File: src/b62_pkg.sv
// ----------------------------------------------------------------------------
// b62_pkg
// Shared types, sizes and the character-to-digit map for the base-62 decoder.
// ----------------------------------------------------------------------------
package b62_pkg;

  localparam int MAX_CHARS = 10;             // longest string that decodes
  localparam int CODE_W    = 7;
  localparam int DIGIT_W   = 6;
  localparam int VALUE_W   = 60;
  localparam int CNT_W     = 4;              // holds MAX_CHARS + 1
  localparam int TDATA_IN_W  = 8;
  localparam int TDATA_OUT_W = 64;

  localparam logic [CNT_W-1:0] CNT_MAX  = CNT_W'(MAX_CHARS);
  localparam logic [CNT_W-1:0] CNT_OVER = CNT_W'(MAX_CHARS + 1);

  localparam logic STATUS_OK       = 1'b0;
  localparam logic STATUS_TOO_LONG = 1'b1;

  // One character after the alphabet lookup.
  typedef struct packed {
    logic [DIGIT_W-1:0] digit;
    logic               last;
  } char_t;

  // Position of a character in the shuffled alphabet; anything else is 0.
  function automatic logic [DIGIT_W-1:0] char_to_digit(input logic [CODE_W-1:0] code);
    logic [7:0] c;
    logic [DIGIT_W-1:0] d;
    c = {1'b0, code};
    unique case (c)
      "W": d = 6'd0;   "n": d = 6'd1;   "l": d = 6'd2;   "V": d = 6'd3;
      "9": d = 6'd4;   "k": d = 6'd5;   "u": d = 6'd6;   "B": d = 6'd7;
      "F": d = 6'd8;   "4": d = 6'd9;   "a": d = 6'd10;  "X": d = 6'd11;
      "x": d = 6'd12;  "Y": d = 6'd13;  "c": d = 6'd14;  "R": d = 6'd15;
      "o": d = 6'd16;  "f": d = 6'd17;  "A": d = 6'd18;  "Q": d = 6'd19;
      "S": d = 6'd20;  "3": d = 6'd21;  "I": d = 6'd22;  "m": d = 6'd23;
      "T": d = 6'd24;  "p": d = 6'd25;  "H": d = 6'd26;  "7": d = 6'd27;
      "P": d = 6'd28;  "b": d = 6'd29;  "0": d = 6'd30;  "N": d = 6'd31;
      "G": d = 6'd32;  "w": d = 6'd33;  "L": d = 6'd34;  "Z": d = 6'd35;
      "e": d = 6'd36;  "g": d = 6'd37;  "K": d = 6'd38;  "1": d = 6'd39;
      "2": d = 6'd40;  "v": d = 6'd41;  "r": d = 6'd42;  "6": d = 6'd43;
      "O": d = 6'd44;  "i": d = 6'd45;  "d": d = 6'd46;  "5": d = 6'd47;
      "E": d = 6'd48;  "D": d = 6'd49;  "z": d = 6'd50;  "J": d = 6'd51;
      "s": d = 6'd52;  "y": d = 6'd53;  "q": d = 6'd54;  "t": d = 6'd55;
      "U": d = 6'd56;  "8": d = 6'd57;  "h": d = 6'd58;  "C": d = 6'd59;
      "M": d = 6'd60;  "j": d = 6'd61;
      default: d = '0;
    endcase
    return d;
  endfunction

endpackage

File: src/b62_char_map.sv
// ----------------------------------------------------------------------------
// b62_char_map
// Input stage: maps a character to its digit and holds it for the accumulator.
// ----------------------------------------------------------------------------
module b62_char_map (
  input  logic                       clk,
  input  logic                       rst,
  input  logic                       load,     // input transfer this cycle
  input  logic                       consume,  // accumulator takes the held char
  input  logic [b62_pkg::CODE_W-1:0] code,
  input  logic                       last,
  output logic                       valid,
  output b62_pkg::char_t             chr
);

  always_ff @(posedge clk) begin
    if (rst) begin
      valid <= 1'b0;
    end else if (load) begin
      valid <= 1'b1;
    end else if (consume) begin
      valid <= 1'b0;
    end
  end

  always_ff @(posedge clk) begin
    if (load) begin
      chr.digit <= b62_pkg::char_to_digit(code);
      chr.last  <= last;
    end
  end

endmodule

File: src/base62_string_decoder_unit.sv
// ----------------------------------------------------------------------------
// base62_string_decoder_unit
// Streaming decoder of short-link strings in a shuffled base-62 alphabet.
// ----------------------------------------------------------------------------
// Usage:
//   Feed the string one character per transfer on the s_ channel, first
//   (most significant) character first, with s_tlast on the final character.
//   Characters outside the alphabet count as digit 0 but still add to the
//   length. Each string yields one transfer on the m_ channel: the decoded
//   value in m_tdata and the status in m_tuser (0 decoded, 1 the string was
//   longer than the maximum length, value then 0).
// Timing:
//   One character per cycle while no last character waits for the output
//   register (see Stall). A character is mapped to its digit as it enters
//   the input register, then folded into the running value (value * 62 +
//   digit, built from two shifts and a subtract) as it leaves it; a last
//   character leaving it loads the folded value into the result register.
// Reset:
//   rst (synchronous) empties both stages and clears the running value and
//   the character count.
// Stall:
//   While m_tready is low a waiting result is held; characters that end no
//   string keep flowing, and a last character waits in the input stage until
//   the output register frees up.
// ----------------------------------------------------------------------------
module base62_string_decoder_unit (
  input  logic                             clk,
  input  logic                             rst,
  input  logic                             s_tvalid,
  output logic                             s_tready,
  input  logic [b62_pkg::TDATA_IN_W-1:0]   s_tdata,   // [6:0] char_code, [7] zero
  input  logic                             s_tlast,   // last_char
  output logic                             m_tvalid,
  input  logic                             m_tready,
  output logic [b62_pkg::TDATA_OUT_W-1:0]  m_tdata,   // [59:0] value, [63:60] zero
  output logic                             m_tuser    // status
);

  logic                 in_valid;
  b62_pkg::char_t       in_chr;
  logic                 load;
  logic                 consume;
  logic                 out_free;

  logic [b62_pkg::VALUE_W-1:0] running_value;
  logic [b62_pkg::VALUE_W-1:0] running_value_next;
  logic [b62_pkg::CNT_W-1:0]   char_count;
  logic [b62_pkg::CNT_W-1:0]   char_count_next;
  logic [b62_pkg::VALUE_W-1:0] value;
  logic                        status;

  // Output slot is free when empty or being drained this cycle.
  assign out_free = !m_tvalid || m_tready;
  // A last character needs the output slot; others only touch the state.
  assign consume  = in_valid && (!in_chr.last || out_free);
  assign s_tready = !in_valid || consume;
  assign load     = s_tvalid && s_tready;

  b62_char_map u_char_map (
    .clk     (clk),
    .rst     (rst),
    .load    (load),
    .consume (consume),
    .code    (s_tdata[b62_pkg::CODE_W-1:0]),
    .last    (s_tlast),
    .valid   (in_valid),
    .chr     (in_chr)
  );

  // Horner step: value * 62 = (value << 6) - (value << 1). Stop accumulating
  // once the count reaches the limit and pin the count one past it.
  always_comb begin
    running_value_next = running_value;
    char_count_next    = char_count;
    if (char_count < b62_pkg::CNT_MAX) begin
      running_value_next = (running_value << 6) - (running_value << 1)
                           + b62_pkg::VALUE_W'(in_chr.digit);
      char_count_next    = char_count + 1'b1;
    end else begin
      char_count_next    = b62_pkg::CNT_OVER;
    end
  end

  always_ff @(posedge clk) begin
    if (rst) begin
      running_value <= '0;
      char_count    <= '0;
    end else if (consume) begin
      if (in_chr.last) begin
        running_value <= '0;
        char_count    <= '0;
      end else begin
        running_value <= running_value_next;
        char_count    <= char_count_next;
      end
    end
  end

  // Result register.
  always_ff @(posedge clk) begin
    if (rst) begin
      m_tvalid <= 1'b0;
    end else if (consume && in_chr.last) begin
      m_tvalid <= 1'b1;
    end else if (m_tready) begin
      m_tvalid <= 1'b0;
    end
  end

  always_ff @(posedge clk) begin
    if (consume && in_chr.last) begin
      if (char_count_next > b62_pkg::CNT_MAX) begin
        value  <= '0;
        status <= b62_pkg::STATUS_TOO_LONG;
      end else begin
        value  <= running_value_next;
        status <= b62_pkg::STATUS_OK;
      end
    end
  end

  assign m_tdata = b62_pkg::TDATA_OUT_W'(value);
  assign m_tuser = status;

endmodule
File: config.mk
export PLATFORM = sky130hd
export DESIGN_NAME = base62_string_decoder_unit
export DESIGN_NICKNAME = d
export VERILOG_FILES = /design/src/b62_pkg.sv /design/src/b62_char_map.sv /design/src/base62_string_decoder_unit.sv
export SDC_FILE = /design/constraint.sdc
export NUM_CORES = 1
export LEC_CHECK = 0
export ABC_CLOCK_PERIOD_IN_PS = 6150
export BUFFER_PORTS_ARGS = -buffer_cell sky130_fd_sc_hd__buf_4
export CAP_MARGIN = 20
export CORE_UTILIZATION = 42
export CTS_CLUSTER_SIZE = 12
export DETAILED_ROUTE_END_ITERATION = 8
export GPL_TIMING_DRIVEN = 1
export MAX_ROUTING_LAYER = met4
export PLACE_DENSITY = 0.56
export SLEW_MARGIN = 20
export SYNTH_ARGS = -nofsm -noshare
export SYNTH_HDL_FRONTEND = slang
export SYNTH_SLANG_ARGS = --single-unit
File: constraint.sdc
create_clock -name clk -period 6.15 [get_ports clk]
set_input_delay 0.3075 -clock clk [delete_from_list [all_inputs] [get_ports clk]]
set_output_delay 0.3075 -clock clk [all_outputs]
set_load 0.05 [all_outputs]
== Word-level counts from Yosys, hierarchy flattened ==
Memories as Yosys holds them, arrays and structs flattened. A register that Yosys moved wholly into a read port is not among the register bits.
Index checks and enable logic that the tools add are counted.
Storage, ports and cells
  flip-flop bits (word level): 128
  ROM bits: 768
  input bits: 13
  output and inout port bits: 67
  memories kept: 1
Cells by class
  add/sub/neg operators: 3
  order comparisons: 2
  muxes and demuxes: 9
  reduce and logical (&&, ||, !) cells: 11
Memories
  (name not given): words 128, bits a word 6, rd ports 1, clocked after memory_dff 1, write ports 0, line b62_pkg.sv:32  | unique case (c)
Operators with widths (count)
  $mux W60: 2
  $add A60 B6 Y60: 1
  $sub A60 B60 Y60: 1
  $mux W4: 2
  $mux W1: 5
  $add A4 B1 Y4 const B: 1
  $gt A4 B4 Y1 const B: 1
  $lt A4 B4 Y1 const B: 1
  $reduce_bool A2 Y1: 2
  $logic_and A1 B1 Y1: 3
  $logic_not A1 Y1: 3
  $logic_or A1 B1 Y1: 3

== Logic depth before layout (Yosys ltp) ==
  depth after elaboration: 7
  depth in mapped cells: 13
  gate-level depth less buffers: 12

== Hierarchy ==
Synthesis repeated with hierarchy kept, for this count alone.
Unflattened totals
  cells, all modules: 1116
  area, all modules: 9410.3 um^2
Modules (own cells, without submodules)
  base62_string_decoder_unit: times used 1, cells an instance 970, area each 8290.5 um^2
  b62_char_map: times used 1, cells an instance 146, area each 1119.8 um^2

== Worst setup path before layout ==
OpenSTA, ideal clock, no wires.
  path kind: flip-flop to flip-flop
  start: register m_tvalid
  end: register status (netlist: m_tuser), enable pin
  data arrival time: 3.667 ns
  slack: 2.000 ns
  cell stages (with the launch flop): 6
  buffers on the path: 1
  cell sequence: dfxtp_1 > nor2b_1 > nand2_1 > nand2_1 > clkbuf_1 > nor2_1
Between the ends
  cells in the longest elaborated chain, start to end: 5
Ends and longest elaborated chain
  start: declaration: line base62_string_decoder_unit.sv:33  | output logic m_tvalid,
  start signal: assignment: line base62_string_decoder_unit.sv:102  | m_tvalid <= 1'b0;
  start signal: assignment: line base62_string_decoder_unit.sv:104  | m_tvalid <= 1'b1;
  start signal: assignment: line base62_string_decoder_unit.sv:106  | m_tvalid <= 1'b0;
  $logic_not A1 Y1: line base62_string_decoder_unit.sv:53  | assign out_free = !m_tvalid || m_tready;
  $logic_or A1 B1 Y1: line base62_string_decoder_unit.sv:53
  $logic_or A1 B1 Y1: line base62_string_decoder_unit.sv:55  | assign consume = in_valid && (!in_chr.last || out_free);
  $logic_and A1 B1 Y1: line base62_string_decoder_unit.sv:55
  $logic_and A1 B1 Y1: line base62_string_decoder_unit.sv:111  | if (consume && in_chr.last) begin
  end signal: assignment: line base62_string_decoder_unit.sv:114  | status <= b62_pkg::STATUS_TOO_LONG;
  end signal: assignment: line base62_string_decoder_unit.sv:117  | status <= b62_pkg::STATUS_OK;
  end: declaration: line base62_string_decoder_unit.sv:50  | logic status;
No other way between the ends.
A chain may end at the register's enable or synchronous reset.

== Final worst setup path ==
  start: register running_value[13] in the netlist's numbering
  end: register value[51] in the netlist's numbering, data pin
Between the ends
  cells in the longest elaborated chain, start to end: 3
Ends and longest elaborated chain
  start: declaration: line base62_string_decoder_unit.sv:45  | logic [b62_pkg::VALUE_W-1:0] running_value;
  start signal: assignment: line base62_string_decoder_unit.sv:93  | running_value <= running_value_next;
  $sub A60 B60 Y60: line base62_string_decoder_unit.sv:76  | running_value_next = (running_value << 6) - (running_value << 1)
  $add A60 B6 Y60: line base62_string_decoder_unit.sv:77  | + b62_pkg::VALUE_W'(in_chr.digit);
  $mux W60: line base62_string_decoder_unit.sv:75  | if (char_count < b62_pkg::CNT_MAX) begin
  end signal: assignment: line base62_string_decoder_unit.sv:116  | value <= running_value_next;
  end: declaration: line base62_string_decoder_unit.sv:49  | logic [b62_pkg::VALUE_W-1:0] value;
No other way between the ends.

==> results.sh <==
export IMPL_status="completed"
export IMPL_finalPower_w=0.00539
export IMPL_rsz0062_at_grt="false"
export IMPL_final_common_cell="a21oi_1"
export IMPL_grt_usage=0.231
export IMPL_routedWlPerCell_um=16.8
export IMPL_cts_sinks=133
export IMPL_postSynthCellCount=1172
export IMPL_synth_seq_cells=133
export IMPL_post_cts_setup_buffer_count=0
export IMPL_grt_max_degree=46
export IMPL_cts_root_buf="clkbuf_16"
export IMPL_multi_input_area_um2=5440
export IMPL_areaGrowthSynthToFinish_pct=13.9
export IMPL_portBuffers=74
export IMPL_placed_cells=1465
export IMPL_final_setup_tns_ns=0
export IMPL_hold_buffers=0
export IMPL_sequentialPowerShare=0.238
export IMPL_finalCritPeriodShare=0.603
export IMPL_drt_wl_total_um=25200
export IMPL_p_clk_frac=0.197
export IMPL_tritoncts="yes"
export IMPL_syn_area_um2=9380
export IMPL_async_flop_share=0
export IMPL_final_hold_viol_count=0
export IMPL_synth_edf_count=68
export IMPL_pwr_share_comb=0.565
export IMPL_fin_cells=1497
export IMPL_dp_hpwl_um=18100
export IMPL_ir_drop_mv=0.196
export IMPL_layout_drive_gt1_share=0.104
export IMPL_grt_overflow_total=0
export IMPL_drt_iter0_markers=602
export IMPL_fillers=2167
export IMPL_rows=54
export IMPL_n_antenna_cell=0
export IMPL_p_per_area_nw_per_um2=504
export IMPL_internal_power_w=0.00303
export IMPL_fin_crit_ns=3.71
export IMPL_grt_pass1_vias=7629
export IMPL_vias=8378
export IMPL_cp_max_fo=6
export IMPL_pre_cts_ws_ns=2.56
export IMPL_antenna_violating_nets_post_route=0
export IMPL_layout_common_cells="a21oi_1 (143), nand2_1 (126), nor2_1 (123)"
export IMPL_max_freq_ghz=0.270
export IMPL_yosys_cell_types_count=65
export IMPL_final_nets=1282
export IMPL_vias_per_cell=5.60
export IMPL_setup_ws_ns=2.44
export IMPL_routabilityCongestion=0.925
export IMPL_grt_first_pass_wirelength_um=39700
export IMPL_slew_violations=0
export IMPL_fin_skew_ns=0.00986
export IMPL_die_h_um=151
export IMPL_swShare=0.437
export IMPL_synth_avg_cell_area_um2=8.00
export IMPL_power_leakage_nw=4.45
export IMPL_numCtsBuffers=17
export IMPL_yosysWarningCount=0
export IMPL_crit_type="flip-flop to flip-flop"
export IMPL_ctsResizeCount=0
export IMPL_startpoint_type="flip-flop"
export IMPL_core_um2=21900
export IMPL_cp_end_kind="flip-flop"
export IMPL_clock_path_buffers=2
export IMPL_path_clk_slew_ns=0.06
export IMPL_antenna_found_initial=0
export IMPL_ys_seq_area_frac=0.356
export IMPL_hp_class="input pin to flip-flop"
export IMPL_setup_viol=0
export IMPL_h_tree_depth=4
export IMPL_io_pins=80
export IMPL_synth_top_flop_cell="edfxtp_1"
export IMPL_cp_arrival_ns=3.93
export IMPL_dieArea_um2=22900
export IMPL_worst_pin_slew_ns=1.08
export IMPL_start_util=0.429
export IMPL_fp_dieW_um=151
export IMPL_relSlewSlack=0.279
export IMPL_cp_required_ns=6.38
export IMPL_cap_violations=0
export IMPL_first_pass_iters=5
export IMPL_switching_power_w=0.00236
export IMPL_seq_area_um2=3340
export IMPL_clk_latency_ns=0.43
export IMPL_drc_errors=0
-- metal layers --
metal,GRT usage,share of wire,up-vias,wire (µm)
li1,-,-,4217,-
met1,0.300,0.47,3894,11900
met2,0.360,0.45,219,11500
met3,0.0311,0.040,48,1000
met4,0.0995,0.031,0,780
met5,-,0,-,0
-- final cells by class --
type,count,area share
clock buffer,20,0.0418
clock inverter,12,0.0145
inverter,91,0.0320
multi-input combinational,880,0.509
sequential,133,0.313
tap,280,0.0328
timing repair buffer,81,0.0569
-- cells by family after synthesis --
group / count (synthesis) / synth area share
compound gates: 386 / 0.254
xor+xnor: 56 / 0.0523
fa+ha+maj: 65 / 0.0867
buf+inv: 162 / 0.0695
flops: 133 / 0.356
mux: 7 / 0.00747
other cells: 1 / 0.000400
simple gates: 362 / 0.174
-- registers in the layout, summed over array words and instances, names as in the netlist --
register          flops
m_tuser               1
m_tvalid              1
u_char_map.chr        7
running_value        59
value                60
u_char_map.valid      1
char_count            4
-- worst max-delay path, cell delays in order (launching register included) --
cell and delay (ns):
dfxtp_1 0.43, inv_1 0.07, ha_1 0.33, a21oi_1 0.20, o21ai_0 0.23, a21oi_1 0.33
inv_1 0.06, or4b_1 0.55, a311o_1 0.45, o211ai_1 0.28, a21oi_1 0.12, o21a_1 0.19
nor3_1 0.27
-- final timing paths --
kind,end,cells past startpoint,start,slack [ns]
max reg2reg,value[51],12,running_value[13],2.44
min reg2reg,running_value[58],2,running_value[58],0.45
max,value[51],12,running_value[13],2.44
min,u_char_map.chr[0],1,s_tlast,0.08
-- metrics by stage --
stage / utilization / hold WS [ns] / area (µm²)
3_3_place_gp: 0.461 / 0.441 / 10100
6_report: 0.488 / 0.0752 / 10700
5_1_grt: 0.488 / 0.0671 / 10700
2_1_floorplan: - / 0.406 / 9390
4_1_cts: 0.488 / 0.0632 / 10700
3_5_place_dp: 0.461 / 0.446 / 10100
-- cell usage after synthesis (4+ instances only) --
cell type  count  share of area
a21oi_1      143          0.076
o21bai_1      10         0.0080
a21boi_0       4         0.0032
o21a_1         6         0.0048
clkbuf_1      56          0.022
buf_1          5         0.0020
a31oi_1       11         0.0073
buf_4          5         0.0040
inv_1         91          0.036
a311oi_1       4         0.0037
o21ai_0       77          0.041
o22ai_1       10         0.0067
nor3_1        16         0.0085
nand3b_1       4         0.0032
a22o_1        16          0.015
nand3_1        8         0.0043
nor2b_1       36          0.024
dfxtp_1       65           0.14
o211ai_1      15          0.012
ha_1          65          0.087
nor2_1       124          0.050
mux2i_1        7         0.0075
edfxtp_1      68           0.22
xnor2_1       39          0.036
a2bb2oi_1      4         0.0037
o21ai_1        5         0.0027
nand2b_1      12         0.0080
a21o_1        18          0.014
nand2_1      126          0.050
nand4_1       20          0.013
a211oi_1      10         0.0080
a22oi_1       29          0.023
xor2_1        17          0.016
-- power groups by stage --
stage / Sequential [W] / Clock, W / Combinational, W
finish: 0.00129 / 0.00106 / 0.00304
global route: 0.00130 / 0.00111 / 0.00335
CTS: 0.00129 / 0.00108 / 0.00303
floorplan: 0.00151 / 0 / 0.00210
detailed placement: 0.00130 / 0 / 0.00300
global placement: 0.00130 / 0 / 0.00300
(Power assumes the default switching activity.)
